$ cat config.mk
export PLATFORM = sky130hd
export DESIGN_NAME = joystick_joint_velocity_mapper_top_flat
export DESIGN_NICKNAME = d
export VERILOG_FILES = /design/src/design/jjvm_pkg.sv /design/src/design/jjvm_in_if.sv /design/src/design/jjvm_out_if.sv /design/src/design/jjvm_front.sv /design/src/design/jjvm_queue.sv /design/src/design/jjvm_back.sv /design/src/design/joystick_joint_velocity_mapper_top.sv /design/src/flat_wrapper.sv
export SDC_FILE = /design/constraint.sdc
export NUM_CORES = 2
export LEC_CHECK = 0
export BUFFER_PORTS_ARGS = -buffer_cell sky130_fd_sc_hd__buf_4
export CORE_MARGIN = 5
export CORE_UTILIZATION = 40
export CTS_CLUSTER_DIAMETER = 150
export DETAILED_ROUTE_END_ITERATION = 8
export GPL_TIMING_DRIVEN = 0
export HOLD_SLACK_MARGIN = 0.15
export RECOVER_POWER = 50
export SYNTH_ARGS = -nofsm -noshare
export SYNTH_HDL_FRONTEND = slang
export SYNTH_HIERARCHICAL = 1
export SYNTH_SLANG_ARGS = --single-unit
$ cat constraint.sdc
create_clock -name clk_i -period 11.59 [get_ports clk_i]
set_clock_uncertainty 0.2 [all_clocks]
set_input_delay 3.477 -clock clk_i [delete_from_list [all_inputs] [get_ports clk_i]]
set_output_delay 3.477 -clock clk_i [all_outputs]
set_load 0.01 [all_outputs]
$ cat src/design/jjvm_pkg.sv
// ----------------------------------------------------------------------------
// jjvm_pkg: shared types and constants for the joystick joint velocity mapper
// Item layouts, command kinds, register indices, widths and sign helpers.
// ----------------------------------------------------------------------------
package jjvm_pkg;

  localparam int unsigned AXIS_W      = 16;  // Q2.14 axes and Q4.12 joints
  localparam int unsigned CFG_W       = 15;  // configuration register width
  localparam int unsigned APB_AW      = 4;
  localparam int unsigned APB_DW      = 32;
  localparam int unsigned FRAC_W      = 14;  // Q2.14 fraction bits
  localparam int unsigned STICK_W     = AXIS_W + 1;
  localparam int unsigned MAG_W       = 31;  // |P +- R| magnitude
  localparam int unsigned WIDE_W      = 32;  // signed P, R, a, b
  localparam int unsigned PROD_W      = MAG_W + CFG_W;
  localparam int unsigned QUO_W       = 15;  // wrist magnitude never exceeds dpad_velocity
  localparam int unsigned DIV_CW      = $clog2(QUO_W);
  localparam int unsigned QUEUE_DEPTH = 2;
  localparam int unsigned QUEUE_AW    = (QUEUE_DEPTH > 1) ? $clog2(QUEUE_DEPTH) : 1;
  localparam int unsigned QUEUE_CW    = $clog2(QUEUE_DEPTH + 1);

  localparam logic [CFG_W-1:0] DEADBAND_RST  = 15'd1311;
  localparam logic [CFG_W-1:0] MAX_VEL_RST   = 15'd6144;
  localparam logic [CFG_W-1:0] DPAD_VEL_RST  = 15'd1229;
  localparam logic [CFG_W-1:0] JOINT_MAX     = 15'd32767;

  typedef enum logic [1:0] {
    REG_DEADBAND = 2'd0,
    REG_MAX_VEL  = 2'd1,
    REG_DPAD_VEL = 2'd2
  } reg_idx_e;

  typedef enum logic {
    OP_SAMPLE = 1'b0,
    OP_STATUS = 1'b1
  } op_e;

  typedef enum logic [1:0] {
    CMD_ZERO = 2'd0,  // one zero command
    CMD_STOP = 2'd1,  // stop edge: two zero commands
    CMD_MOVE = 2'd2   // full velocity computation
  } cmd_kind_e;

  typedef struct packed {
    logic              op;
    logic              btn_enable;
    logic              btn_stop;
    logic signed [AXIS_W-1:0] left_x;
    logic signed [AXIS_W-1:0] left_y;
    logic signed [AXIS_W-1:0] right_x;
    logic signed [AXIS_W-1:0] right_y;
    logic signed [AXIS_W-1:0] pad_x;
    logic signed [AXIS_W-1:0] pad_y;
    logic              stop_status;
  } in_item_t;

  typedef struct packed {
    logic signed [AXIS_W-1:0] joint1;
    logic signed [AXIS_W-1:0] joint2;
    logic signed [AXIS_W-1:0] joint3;
    logic signed [AXIS_W-1:0] joint4;
    logic signed [AXIS_W-1:0] joint5;
    logic signed [AXIS_W-1:0] joint6;
    logic              last;
  } out_item_t;

  typedef struct packed {
    cmd_kind_e         kind;
    logic [AXIS_W-1:0] left_x;
    logic [AXIS_W-1:0] left_y;
    logic [AXIS_W-1:0] right_x;
    logic [AXIS_W-1:0] right_y;
    logic [AXIS_W-1:0] pad_x;
    logic [AXIS_W-1:0] pad_y;
  } cmd_t;

  typedef struct packed {
    logic [CFG_W-1:0] deadband;
    logic [CFG_W-1:0] max_vel;
    logic [CFG_W-1:0] dpad_vel;
  } cfg_t;

  function automatic logic [AXIS_W-1:0] mag16(input logic [AXIS_W-1:0] v);
    mag16 = v[AXIS_W-1] ? (~v + 1'b1) : v;
  endfunction

  function automatic logic [AXIS_W-1:0] to_joint(input logic neg,
                                                 input logic [QUO_W-1:0] m);
    logic [AXIS_W-1:0] w;
    w = {1'b0, m};
    to_joint = neg ? (~w + 1'b1) : w;
  endfunction

endpackage

$ cat src/design/jjvm_in_if.sv
// ----------------------------------------------------------------------------
// jjvm_in_if: joystick sample / status update channel
// Valid/ready handshake carrying one input item.
// ----------------------------------------------------------------------------
interface jjvm_in_if;
  import jjvm_pkg::*;

  logic     valid;
  logic     ready;
  in_item_t item;

  modport source (output valid, output item, input ready);
  modport sink   (input valid, input item, output ready);
endinterface

$ cat src/design/jjvm_out_if.sv
// ----------------------------------------------------------------------------
// jjvm_out_if: joint velocity command channel
// Valid/ready handshake carrying one six-joint command.
// ----------------------------------------------------------------------------
interface jjvm_out_if;
  import jjvm_pkg::*;

  logic      valid;
  logic      ready;
  out_item_t item;

  modport source (output valid, output item, input ready);
  modport sink   (input valid, input item, output ready);
endinterface

$ cat src/design/jjvm_front.sv
// ----------------------------------------------------------------------------
// jjvm_front: input stage
// Holds the enable/stop latches and button history, classifies each sample.
// ----------------------------------------------------------------------------
module jjvm_front (
  input  logic           clk_i,
  input  logic           rst_ni,
  jjvm_in_if.sink        in_i,
  input  logic           q_full_i,
  output logic           q_push_o,
  output jjvm_pkg::cmd_t q_cmd_o
);
  import jjvm_pkg::*;

  logic enabled_q, enabled_d;
  logic stopped_q, stopped_d;
  logic prev_en_q, prev_stop_q;
  logic accept, is_sample, en_edge, stop_edge;

  assign in_i.ready = !q_full_i;
  assign accept     = in_i.valid && in_i.ready;
  assign is_sample  = (in_i.item.op == OP_SAMPLE);
  assign en_edge    = in_i.item.btn_enable && !prev_en_q && !stopped_q;
  assign stop_edge  = in_i.item.btn_stop && !prev_stop_q;
  assign q_push_o   = accept && is_sample;

  always_comb begin
    enabled_d = enabled_q;
    stopped_d = stopped_q;
    if (!is_sample) begin
      stopped_d = in_i.item.stop_status;
    end else begin
      if (en_edge) enabled_d = !enabled_q;
      if (stop_edge) begin
        stopped_d = 1'b1;
        enabled_d = 1'b0;
      end
    end
  end

  always_comb begin
    q_cmd_o.left_x  = in_i.item.left_x;
    q_cmd_o.left_y  = in_i.item.left_y;
    q_cmd_o.right_x = in_i.item.right_x;
    q_cmd_o.right_y = in_i.item.right_y;
    q_cmd_o.pad_x   = in_i.item.pad_x;
    q_cmd_o.pad_y   = in_i.item.pad_y;
    if (stop_edge) begin
      q_cmd_o.kind = CMD_STOP;
    end else if (!enabled_d || stopped_d) begin
      q_cmd_o.kind = CMD_ZERO;
    end else begin
      q_cmd_o.kind = CMD_MOVE;
    end
  end

  always_ff @(posedge clk_i or negedge rst_ni) begin
    if (!rst_ni) begin
      enabled_q   <= 1'b0;
      stopped_q   <= 1'b0;
      prev_en_q   <= 1'b0;
      prev_stop_q <= 1'b0;
    end else if (accept) begin
      enabled_q <= enabled_d;
      stopped_q <= stopped_d;
      if (is_sample) begin
        prev_en_q   <= in_i.item.btn_enable;
        prev_stop_q <= in_i.item.btn_stop;
      end
    end
  end

  // a stop edge always leaves the block stopped and disabled
  a_stop_edge: assert property (@(posedge clk_i) disable iff (!rst_ni)
    q_push_o && stop_edge |=> stopped_q && !enabled_q)
    else $error("stop edge did not latch stop");

endmodule

$ cat src/design/jjvm_queue.sv
// ----------------------------------------------------------------------------
// jjvm_queue: command queue
// Short FIFO between the classifier and the velocity engine.
// ----------------------------------------------------------------------------
module jjvm_queue (
  input  logic           clk_i,
  input  logic           rst_ni,
  input  logic           push_i,
  input  jjvm_pkg::cmd_t cmd_i,
  output logic           full_o,
  input  logic           pop_i,
  output logic           valid_o,
  output jjvm_pkg::cmd_t cmd_o
);
  import jjvm_pkg::*;

  cmd_t                mem_q [QUEUE_DEPTH];
  logic [QUEUE_AW-1:0] wr_ptr_q, rd_ptr_q;
  logic [QUEUE_CW-1:0] count_q;
  logic                do_push, do_pop;

  assign full_o  = (count_q == QUEUE_CW'(QUEUE_DEPTH));
  assign valid_o = (count_q != '0);
  assign do_push = push_i && !full_o;
  assign do_pop  = pop_i && valid_o;
  assign cmd_o   = mem_q[rd_ptr_q];

  always_ff @(posedge clk_i) begin
    if (do_push) mem_q[wr_ptr_q] <= cmd_i;
  end

  always_ff @(posedge clk_i or negedge rst_ni) begin
    if (!rst_ni) begin
      wr_ptr_q <= '0;
      rd_ptr_q <= '0;
      count_q  <= '0;
    end else begin
      if (do_push) begin
        wr_ptr_q <= (wr_ptr_q == QUEUE_AW'(QUEUE_DEPTH - 1)) ? '0 : wr_ptr_q + 1'b1;
      end
      if (do_pop) begin
        rd_ptr_q <= (rd_ptr_q == QUEUE_AW'(QUEUE_DEPTH - 1)) ? '0 : rd_ptr_q + 1'b1;
      end
      case ({do_push, do_pop})
        2'b10:   count_q <= count_q + 1'b1;
        2'b01:   count_q <= count_q - 1'b1;
        default: count_q <= count_q;
      endcase
    end
  end

  a_no_overflow: assert property (@(posedge clk_i) disable iff (!rst_ni)
    count_q <= QUEUE_CW'(QUEUE_DEPTH))
    else $error("queue count beyond depth");

  a_no_underflow: assert property (@(posedge clk_i) disable iff (!rst_ni)
    pop_i |-> valid_o)
    else $error("pop from empty queue");

endmodule

$ cat src/design/jjvm_back.sv
// ----------------------------------------------------------------------------
// jjvm_back: velocity engine
// Sequencer around one shared multiplier and a radix-2 divider for the wrist.
// ----------------------------------------------------------------------------
module jjvm_back (
  input  logic           clk_i,
  input  logic           rst_ni,
  input  jjvm_pkg::cfg_t cfg_i,
  input  logic           q_valid_i,
  input  jjvm_pkg::cmd_t q_cmd_i,
  output logic           q_pop_o,
  jjvm_out_if.source     out_o
);
  import jjvm_pkg::*;

  typedef enum logic [3:0] {
    ST_IDLE, ST_EXTRA, ST_ZERO, ST_PREP, ST_MUL_L, ST_MUL_R, ST_MUL_PY,
    ST_MUL_PX, ST_SUM, ST_LIMIT, ST_MUL_W, ST_DIV, ST_EMIT
  } state_e;

  state_e              state_q;
  cmd_t                cmd_q;
  out_item_t           res_q, out_item_q;
  logic                out_valid_q;
  logic [AXIS_W-1:0]   l_mag_q, r_mag_q;
  logic                l_x_q, l_neg_q, r_x_q, r_neg_q;
  logic [PROD_W-1:0]   prod_q;
  logic [WIDE_W-1:0]   p_q, a_q, b_q;
  logic [MAG_W-1:0]    amag_q, bmag_q, div_q, rem_q;
  logic [QUO_W-1:0]    quo_q;
  logic [DIV_CW-1:0]   cnt_q;
  logic                big_q, wsel_q;

  logic                slot_free;
  logic [AXIS_W-1:0]   lx_m, ly_m, rx_m, ry_m;
  logic [MAG_W-1:0]    mul_x;
  logic [CFG_W-1:0]    mul_y;
  logic [PROD_W-1:0]   mul_p;
  logic [STICK_W-1:0]  stick_raw;
  logic [QUO_W-1:0]    stick_m;
  logic [WIDE_W-1:0]   prod_lo, prod_signed_y, prod_signed_x;
  logic [WIDE_W-1:0]   a_abs, b_abs;
  logic [MAG_W-1:0]    lmax, wlim, wm;
  logic                wneg;
  logic [WIDE_W-1:0]   dv_t, dv_sub;
  logic                dv_ge;
  logic [QUO_W-1:0]    quo_next;

  assign slot_free = !out_valid_q || out_o.ready;
  assign q_pop_o   = (state_q == ST_IDLE) && q_valid_i;
  assign out_o.valid = out_valid_q;
  assign out_o.item  = out_item_q;

  // deadbanded stick magnitudes
  always_comb begin
    lx_m = mag16(cmd_q.left_x);
    ly_m = mag16(cmd_q.left_y);
    rx_m = mag16(cmd_q.right_x);
    ry_m = mag16(cmd_q.right_y);
    if (lx_m <= {1'b0, cfg_i.deadband}) lx_m = '0;
    if (ly_m <= {1'b0, cfg_i.deadband}) ly_m = '0;
    if (rx_m <= {1'b0, cfg_i.deadband}) rx_m = '0;
    if (ry_m <= {1'b0, cfg_i.deadband}) ry_m = '0;
  end

  // shared multiplier operand select
  always_comb begin
    mul_x = '0;
    mul_y = cfg_i.dpad_vel;
    case (state_q)
      ST_MUL_L: begin
        mul_x = MAG_W'(l_mag_q);
        mul_y = cfg_i.max_vel;
      end
      ST_MUL_R: begin
        mul_x = MAG_W'(r_mag_q);
        mul_y = cfg_i.max_vel;
      end
      ST_MUL_PY: mul_x = MAG_W'(mag16(cmd_q.pad_y));
      ST_MUL_PX: mul_x = MAG_W'(mag16(cmd_q.pad_x));
      ST_MUL_W:  mul_x = wm;
      default:   mul_x = '0;
    endcase
  end

  assign mul_p = mul_x * mul_y;

  // stick scaling: truncate Q2.14 product, saturate magnitude
  assign stick_raw = prod_q[FRAC_W+STICK_W-1:FRAC_W];
  assign stick_m   = (stick_raw > STICK_W'(JOINT_MAX)) ? JOINT_MAX : stick_raw[QUO_W-1:0];

  assign prod_lo       = prod_q[WIDE_W-1:0];
  assign prod_signed_y = cmd_q.pad_y[AXIS_W-1] ? (~prod_lo + 1'b1) : prod_lo;
  assign prod_signed_x = cmd_q.pad_x[AXIS_W-1] ? (~prod_lo + 1'b1) : prod_lo;

  assign a_abs = a_q[WIDE_W-1] ? (~a_q + 1'b1) : a_q;
  assign b_abs = b_q[WIDE_W-1] ? (~b_q + 1'b1) : b_q;
  assign lmax  = (a_abs[MAG_W-1:0] > b_abs[MAG_W-1:0]) ? a_abs[MAG_W-1:0]
                                                         : b_abs[MAG_W-1:0];
  assign wlim  = MAG_W'({cfg_i.dpad_vel, {FRAC_W{1'b0}}});

  assign wm   = wsel_q ? bmag_q : amag_q;
  assign wneg = wsel_q ? b_q[WIDE_W-1] : a_q[WIDE_W-1];

  // one restoring step: remainder always stays below the divisor
  assign dv_t     = {rem_q, quo_q[QUO_W-1]};
  assign dv_ge    = (dv_t >= {1'b0, div_q});
  assign dv_sub   = dv_t - {1'b0, div_q};
  assign quo_next = {quo_q[QUO_W-2:0], dv_ge};

  always_ff @(posedge clk_i or negedge rst_ni) begin
    if (!rst_ni) begin
      state_q     <= ST_IDLE;
      out_valid_q <= 1'b0;
      out_item_q  <= '0;
      res_q       <= '0;
      cmd_q       <= '0;
      l_mag_q     <= '0;
      r_mag_q     <= '0;
      l_x_q       <= 1'b0;
      l_neg_q     <= 1'b0;
      r_x_q       <= 1'b0;
      r_neg_q     <= 1'b0;
      prod_q      <= '0;
      p_q         <= '0;
      a_q         <= '0;
      b_q         <= '0;
      amag_q      <= '0;
      bmag_q      <= '0;
      div_q       <= '0;
      rem_q       <= '0;
      quo_q       <= '0;
      cnt_q       <= '0;
      big_q       <= 1'b0;
      wsel_q      <= 1'b0;
    end else begin
      prod_q <= mul_p;
      if (out_o.ready) out_valid_q <= 1'b0;
      case (state_q)
        ST_IDLE: begin
          if (q_valid_i) begin
            cmd_q <= q_cmd_i;
            case (q_cmd_i.kind)
              CMD_STOP: state_q <= ST_EXTRA;
              CMD_ZERO: state_q <= ST_ZERO;
              default:  state_q <= ST_PREP;
            endcase
          end
        end
        ST_EXTRA: begin
          if (slot_free) begin
            out_item_q  <= '0;
            out_valid_q <= 1'b1;
            state_q     <= ST_ZERO;
          end
        end
        ST_ZERO: begin
          if (slot_free) begin
            out_item_q      <= '0;
            out_item_q.last <= 1'b1;
            out_valid_q     <= 1'b1;
            state_q         <= ST_IDLE;
          end
        end
        ST_PREP: begin
          // dominant axis per stick, x wins ties
          if (lx_m >= ly_m) begin
            l_mag_q <= lx_m;
            l_x_q   <= 1'b1;
            l_neg_q <= cmd_q.left_x[AXIS_W-1];
          end else begin
            l_mag_q <= ly_m;
            l_x_q   <= 1'b0;
            l_neg_q <= !cmd_q.left_y[AXIS_W-1];
          end
          if (rx_m >= ry_m) begin
            r_mag_q <= rx_m;
            r_x_q   <= 1'b1;
            r_neg_q <= !cmd_q.right_x[AXIS_W-1];
          end else begin
            r_mag_q <= ry_m;
            r_x_q   <= 1'b0;
            r_neg_q <= !cmd_q.right_y[AXIS_W-1];
          end
          res_q      <= '0;
          res_q.last <= 1'b1;
          state_q    <= ST_MUL_L;
        end
        ST_MUL_L: state_q <= ST_MUL_R;
        ST_MUL_R: begin
          if (l_x_q) res_q.joint1 <= to_joint(l_neg_q, stick_m);
          else       res_q.joint2 <= to_joint(l_neg_q, stick_m);
          state_q <= ST_MUL_PY;
        end
        ST_MUL_PY: begin
          if (r_x_q) res_q.joint3 <= to_joint(r_neg_q, stick_m);
          else       res_q.joint4 <= to_joint(r_neg_q, stick_m);
          state_q <= ST_MUL_PX;
        end
        ST_MUL_PX: begin
          p_q     <= prod_signed_y;
          state_q <= ST_SUM;
        end
        ST_SUM: begin
          a_q     <= p_q + prod_signed_x;
          b_q     <= p_q - prod_signed_x;
          state_q <= ST_LIMIT;
        end
        ST_LIMIT: begin
          amag_q  <= a_abs[MAG_W-1:0];
          bmag_q  <= b_abs[MAG_W-1:0];
          div_q   <= lmax;
          big_q   <= (lmax > wlim);
          wsel_q  <= 1'b0;
          state_q <= ST_MUL_W;
        end
        ST_MUL_W: begin
          if (big_q) begin
            rem_q   <= mul_p[PROD_W-1:QUO_W];
            quo_q   <= mul_p[QUO_W-1:0];
            cnt_q   <= '0;
            state_q <= ST_DIV;
          end else begin
            // within limit: plain Q6.26 -> Q4.12 truncation
            if (wsel_q) res_q.joint6 <= to_joint(wneg, wm[FRAC_W+QUO_W-1:FRAC_W]);
            else        res_q.joint5 <= to_joint(wneg, wm[FRAC_W+QUO_W-1:FRAC_W]);
            if (wsel_q) begin
              state_q <= ST_EMIT;
            end else begin
              wsel_q  <= 1'b1;
              state_q <= ST_MUL_W;
            end
          end
        end
        ST_DIV: begin
          rem_q <= dv_ge ? dv_sub[MAG_W-1:0] : dv_t[MAG_W-1:0];
          quo_q <= quo_next;
          cnt_q <= cnt_q + 1'b1;
          if (cnt_q == DIV_CW'(QUO_W - 1)) begin
            if (wsel_q) res_q.joint6 <= to_joint(wneg, quo_next);
            else        res_q.joint5 <= to_joint(wneg, quo_next);
            if (wsel_q) begin
              state_q <= ST_EMIT;
            end else begin
              wsel_q  <= 1'b1;
              state_q <= ST_MUL_W;
            end
          end
        end
        ST_EMIT: begin
          if (slot_free) begin
            out_item_q  <= res_q;
            out_valid_q <= 1'b1;
            state_q     <= ST_IDLE;
          end
        end
        default: state_q <= ST_IDLE;
      endcase
    end
  end

  // the only non-final command is the extra zero of a stop edge
  a_extra_zero: assert property (@(posedge clk_i) disable iff (!rst_ni)
    out_o.valid && !out_o.item.last |->
      out_o.item.joint1 == '0 && out_o.item.joint2 == '0 && out_o.item.joint3 == '0 &&
      out_o.item.joint4 == '0 && out_o.item.joint5 == '0 && out_o.item.joint6 == '0)
    else $error("non-final command is not all zeros");

  a_div_nonzero: assert property (@(posedge clk_i) disable iff (!rst_ni)
    state_q == ST_DIV |-> div_q != '0)
    else $error("wrist divider running with zero divisor");

endmodule

$ cat src/design/joystick_joint_velocity_mapper_top.sv
// ----------------------------------------------------------------------------
// joystick_joint_velocity_mapper_top: joystick to joint velocity mapper
// Config registers, classifier front end, command queue and velocity engine.
// ----------------------------------------------------------------------------
//  port    | dir | handshake          | carries
//  in_i    | in  | valid/ready        | joystick sample or e-stop status update
//  out_o   | out | valid/ready        | six Q4.12 joint velocities + last flag
//  APB     | in  | psel/penable/pwrite| deadband, max velocity, d-pad velocity
//
// The front end takes one item per cycle while the two-entry queue has room;
// status updates are absorbed there and cause no command.
// Zero commands skip the multiplier sequence (a stop edge adds an extra zero
// command); a moving command runs the stick and wrist products, and each wrist
// joint beyond the limit goes through the bit-serial divider.
// Reset is asynchronous: latches clear, registers return to their defaults.
// A stalled output holds the engine; the queue keeps the front end accepting until it fills.
// ----------------------------------------------------------------------------
module joystick_joint_velocity_mapper_top (
  input  logic                         clk_i,
  input  logic                         rst_ni,
  jjvm_in_if.sink                      in_i,
  jjvm_out_if.source                   out_o,
  input  logic                         psel,
  input  logic                         penable,
  input  logic                         pwrite,
  input  logic [jjvm_pkg::APB_AW-1:0]  paddr,
  input  logic [jjvm_pkg::APB_DW-1:0]  pwdata,
  output logic [jjvm_pkg::APB_DW-1:0]  prdata,
  output logic                         pready
);
  import jjvm_pkg::*;

  cfg_t     cfg_q;
  reg_idx_e reg_idx;
  logic     cfg_wr;
  logic     q_push, q_full, q_pop, q_valid;
  cmd_t     push_cmd, head_cmd;

  assign pready  = 1'b1;
  assign reg_idx = reg_idx_e'(paddr[APB_AW-1:2]);
  assign cfg_wr  = psel && penable && pwrite && pready;

  always_ff @(posedge clk_i or negedge rst_ni) begin
    if (!rst_ni) begin
      cfg_q.deadband <= DEADBAND_RST;
      cfg_q.max_vel  <= MAX_VEL_RST;
      cfg_q.dpad_vel <= DPAD_VEL_RST;
    end else if (cfg_wr) begin
      case (reg_idx)
        REG_DEADBAND: cfg_q.deadband <= pwdata[CFG_W-1:0];
        REG_MAX_VEL:  cfg_q.max_vel  <= pwdata[CFG_W-1:0];
        REG_DPAD_VEL: cfg_q.dpad_vel <= pwdata[CFG_W-1:0];
        default: ;
      endcase
    end
  end

  always_comb begin
    case (reg_idx)
      REG_DEADBAND: prdata = APB_DW'(cfg_q.deadband);
      REG_MAX_VEL:  prdata = APB_DW'(cfg_q.max_vel);
      REG_DPAD_VEL: prdata = APB_DW'(cfg_q.dpad_vel);
      default:      prdata = '0;
    endcase
  end

  jjvm_front u_front (
    .clk_i    (clk_i),
    .rst_ni   (rst_ni),
    .in_i     (in_i),
    .q_full_i (q_full),
    .q_push_o (q_push),
    .q_cmd_o  (push_cmd)
  );

  jjvm_queue u_queue (
    .clk_i   (clk_i),
    .rst_ni  (rst_ni),
    .push_i  (q_push),
    .cmd_i   (push_cmd),
    .full_o  (q_full),
    .pop_i   (q_pop),
    .valid_o (q_valid),
    .cmd_o   (head_cmd)
  );

  jjvm_back u_back (
    .clk_i     (clk_i),
    .rst_ni    (rst_ni),
    .cfg_i     (cfg_q),
    .q_valid_i (q_valid),
    .q_cmd_i   (head_cmd),
    .q_pop_o   (q_pop),
    .out_o     (out_o)
  );

endmodule

$ cat src/flat_wrapper.sv
// flat-port wrapper written by rule: the top's interface ports become plain ports
module joystick_joint_velocity_mapper_top_flat import jjvm_pkg::*;
  (clk_i, rst_ni, psel, penable, pwrite, paddr, pwdata, prdata, pready, in_i_valid, in_i_item, in_i_ready, out_o_valid, out_o_item, out_o_ready);
  jjvm_in_if in_i_i ();
  jjvm_out_if out_o_i ();
  input  logic clk_i;
  input  logic rst_ni;
  input  logic psel;
  input  logic penable;
  input  logic pwrite;
  input  logic [jjvm_pkg::APB_AW-1:0] paddr;
  input  logic [jjvm_pkg::APB_DW-1:0] pwdata;
  output logic [jjvm_pkg::APB_DW-1:0] prdata;
  output logic pready;
  input wire logic [$bits(in_i_i.valid)-1:0] in_i_valid;
  input wire logic [$bits(in_i_i.item)-1:0] in_i_item;
  output wire logic [$bits(in_i_i.ready)-1:0] in_i_ready;
  output wire logic [$bits(out_o_i.valid)-1:0] out_o_valid;
  output wire logic [$bits(out_o_i.item)-1:0] out_o_item;
  input wire logic [$bits(out_o_i.ready)-1:0] out_o_ready;
  assign in_i_i.valid = in_i_valid;
  assign in_i_i.item = in_i_item;
  assign in_i_ready = in_i_i.ready;
  assign out_o_valid = out_o_i.valid;
  assign out_o_item = out_o_i.item;
  assign out_o_i.ready = out_o_ready;
  joystick_joint_velocity_mapper_top u_core (.clk_i(clk_i), .rst_ni(rst_ni), .in_i(in_i_i), .out_o(out_o_i), .psel(psel), .penable(penable), .pwrite(pwrite), .paddr(paddr), .pwdata(pwdata), .prdata(prdata), .pready(pready));
endmodule
==> reports/results.txt <==
slowest stage delay, CP: 0.97 ns
Synth Cell Area: 62500 um2
number of max-cap violations: 5
global route overflow: 0
Layout Nets: 7894
CP Class: reg2reg
core box area: 156000 um2
Max FO, Critical Path: 10
Routed WL: 208000 um
via count: 50200
Syn Area/Cell: 9.25 um2
layout cells sized above 1: 9.54%
largest net degree at the start of global routing: 120
highest ir drop seen on vdd: 0.237 mV
post-synth top area share: 25.6%
Worst-Margin Slew: 4.42 ns
Post-synth EDFFs: 196
Clock H-tree levels: 3
CP max stage cell: clkbuf_1
Site Rows: 145
global-route wire length before repair: 314000 um
Crit path max-delay family: adder cells
Die H: 405 um
Startpoint Class: flop
final setup fails: 0
Vias/cell: 5.48
Cells after DPL: 8979
Worst Hold Margin: 0.276 ns
area grow syn2layout: 11.0%
Initial Util: 40.1%
Max Freq: 88.3 MHz
clk_lat worst skew: 0.72 ns
CTS Sinks: 850
Reg clk slew, reported paths: 0.06 ns
Post-synth top flop: dfrtp_1
Inserted Clock Buffers: 91
Post-DP HPWL: 168000 um
I/O Buffers: 139
Die ar.: 164000 um2
vias in the first global route: 49800
Root Buffer: clkbuf_16
initial antenna violation count: 7
Power Density: 334 nW/um2
Top cell by count, worst path: fa_1
Warnings, synthesis: 6
#FFs+latches synth: 850
Comb pwr share: 66.3%
Seq pwr share: 20.8%
CP Capture Type: flop
Clk pwr share: 12.9%
Switching Share: 53.1%
Worst Path Required: 11.95 ns
# hold bufs at CTS: 0
Yosys top cell by area: dfrtp_1
asr flop ratio synth: 76.9%
count of cell types in the netlist: 92
final worst path period need: 11.32 ns
CP Buf/Inv Count: 6
sw power: 12.3 mW
number of DRC markers in iteration 0: 4848
GRT Total Usage: 25.2%
Leakage: 31.8 nW
Tightest Hold Check Type: reg2reg
fin. max-slew vios: 358
internal power: 10.8 mW
failing checks: max-capacitance violations, max-slew violations
final hold violations: 0
sequential area share after synthesis: 35.7%
status: complete, but fails checks
max_slew headroom: -195%
Die Width: 405 um
Clock Tree Buf Depth: 3
DRT Pass-1 Iters: 5
critical path arrival: 11.68 ns
WL/cell: 22.7 um
setup tns final: 0 ns
Final Cycle Share: 97.7%
DRT antenna net count: 0
gp weighted congestion: 0.994
Finished Layout Cells: 9166
CTS tree: done
Syn Inst Count: 6751
I/O Pins: 275
DRC viols: 0
top cells by area, synth: dfrtp_1 (26%), fa_1 (12%), edfxtp_1 (9.4%)
[sequential cells by signal (all words and copies together), names as in the netlist, 16 cells and up]
signal                    flops
u_core/u_queue/mem_q        196
u_core/u_back/out_o.item     97
u_core/u_back/res_q          97
u_core/u_back/cmd_q          96
u_core/cfg_q                 45
u_core/u_back/a_q            32
u_core/u_back/p_q            32
u_core/u_back/prod_q         32
u_core/u_back/amag_q         31
u_core/u_back/b_q            31
u_core/u_back/rem_q          31
u_core/u_back/bmag_q         30
u_core/u_back/div_q          30
u_core/u_back/l_mag_q        16
u_core/u_back/r_mag_q        16
[cell type report]
type                       instances  area (um2)
multi-input combinational       4875       35900
sequential                       850       22300
timing repair buffer             157        1290
clock inverter                    45         512
antenna                           14        35.0
fill                           15200       86300
buffer                           439        1960
tap                             2058        2570
inverter                         603        2260
clock buffer                     125        2540
[worst reg2reg max path: cells and delay by family, from the launching register on]
family                     cells  cell delay [ns]
DFF                            1             0.32
and+or+nand+nor                5             1.45
AOI/OAI and AO/OA             10             3.38
buffers and inverters          6             2.12
xor gates and xnor gates       1             0.30
adders and majority gates      7             3.40
[path summary, 6_finish.rpt]
check	startpoint	endpoint	slack [ns]	cells after the start
max in group asynchronous	rst_ni	u_core/u_back/rem_q[30]$_DFFE_PN0P_	1.69	3
worst min-delay path	u_core/u_back/res_q[0]$_DFFE_PN0P_	u_core/u_back/res_q[0]$_DFFE_PN0P_	0.28	1
worst min register to register	u_core/u_back/res_q[0]$_DFFE_PN0P_	u_core/u_back/res_q[0]$_DFFE_PN0P_	0.28	1
min in group asynchronous	rst_ni	u_core/u_back/out_o.item[65]$_DFFE_PN0P_	4.13	1
worst max-delay path	u_core/u_back/state_q[0]$_DFFE_PN0P_	u_core/u_back/rem_q[29]$_DFFE_PN0P_	0.27	29
worst max register to register	u_core/u_back/state_q[0]$_DFFE_PN0P_	u_core/u_back/rem_q[29]$_DFFE_PN0P_	0.27	29
[power groups by stage]
| stage | sequential [mW] | combinational, mW | clock [mW] |
|---|---|---|---|
| floorplan | 4.50 | 9.93 | 0 |
| global placement | 4.81 | 14.7 | 0 |
| detailed placement | 4.82 | 15.0 | 0 |
| CTS | 4.78 | 15.1 | 3.05 |
| global route | 4.89 | 16.7 | 3.18 |
| finish | 4.80 | 15.3 | 2.98 |
[cells in the mapped netlist (24+ instances only)]
library cell and number:
and2_1 41, mux2i_1 84, nand2b_1 44, mux2_2 210
nand2_1 1340, dfrtp_1 639, o21bai_1 24, nand4_1 36
a22oi_1 53, fa_1 378, xor2_1 152, clkbuf_1 287
buf_4 116, o21a_1 28, edfxtp_1 196, o21ai_0 498
a31oi_1 30, inv_1 602, ha_1 356, nor3_1 49
nor2b_1 42, a21oi_1 205, nor2_1 431, xnor2_1 211
nor4_1 25, nand3_1 60, or3_1 60, and3_1 26
o31ai_1 65, a21o_1 115
[through the flow]
step / utilization (%) / worst slack (ns) / area [um2] / power (mW)
after floorplan: - / 2.65 / 62500 / 14.4
after global placement: 42.5 / -0.766 / 66100 / 19.6
after detailed placement: 42.7 / -0.184 / 66500 / 19.8
after CTS: 44.7 / 0.0167 / 69600 / 22.9
after global routing: 44.5 / -0.0175 / 69300 / 24.7
final: 44.5 / 0.265 / 69300 / 23.1
[what timing repair did]
item,4_1_cts,5_1_grt
buffers inserted,3,0
endpoints found under the setup margin,2,13
pin swaps,1,0
gates resized for setup,1,27
[placed cells by master (no fill, tap or decap), types with 196 or more instances in the layout]
| cell type | instances |
|---|---|
| nand2_1 | 1340 |
| dfrtp_1 | 639 |
| inv_1 | 602 |
| o21ai_0 | 499 |
| nor2_1 | 428 |
| fa_1 | 378 |
| clkbuf_1 | 357 |
| ha_1 | 356 |
| xnor2_1 | 211 |
| mux2_2 | 210 |
| a21oi_1 | 205 |
| edfxtp_1 | 196 |
[kinds of logic (layout without fill, tap and decap cells)]
logic type	after synthesis	count (layout)	synth area share [%]
and+or+nand+nor	2228	2228	15.2
AOI/OAI and AO/OA	1217	1217	12.0
buffers and inverters	1042	1369	7.06
DFF	850	850	35.7
adders and majority gates	734	734	19.2
xor gates and xnor gates	363	363	5.09
muxes	315	315	5.65
other	2	32	0.0120
[per-layer routing]
metal	vias to the layer above	global-route usage (%)	wire, um
li1	23000	-	-
met3	372	5.15	17500
met2	1993	38.5	91000
met4	0	8.63	8150
met5	-	0	0
met1	24900	35.7	91700
No activity file was read; power rests on OpenSTA's default activity.
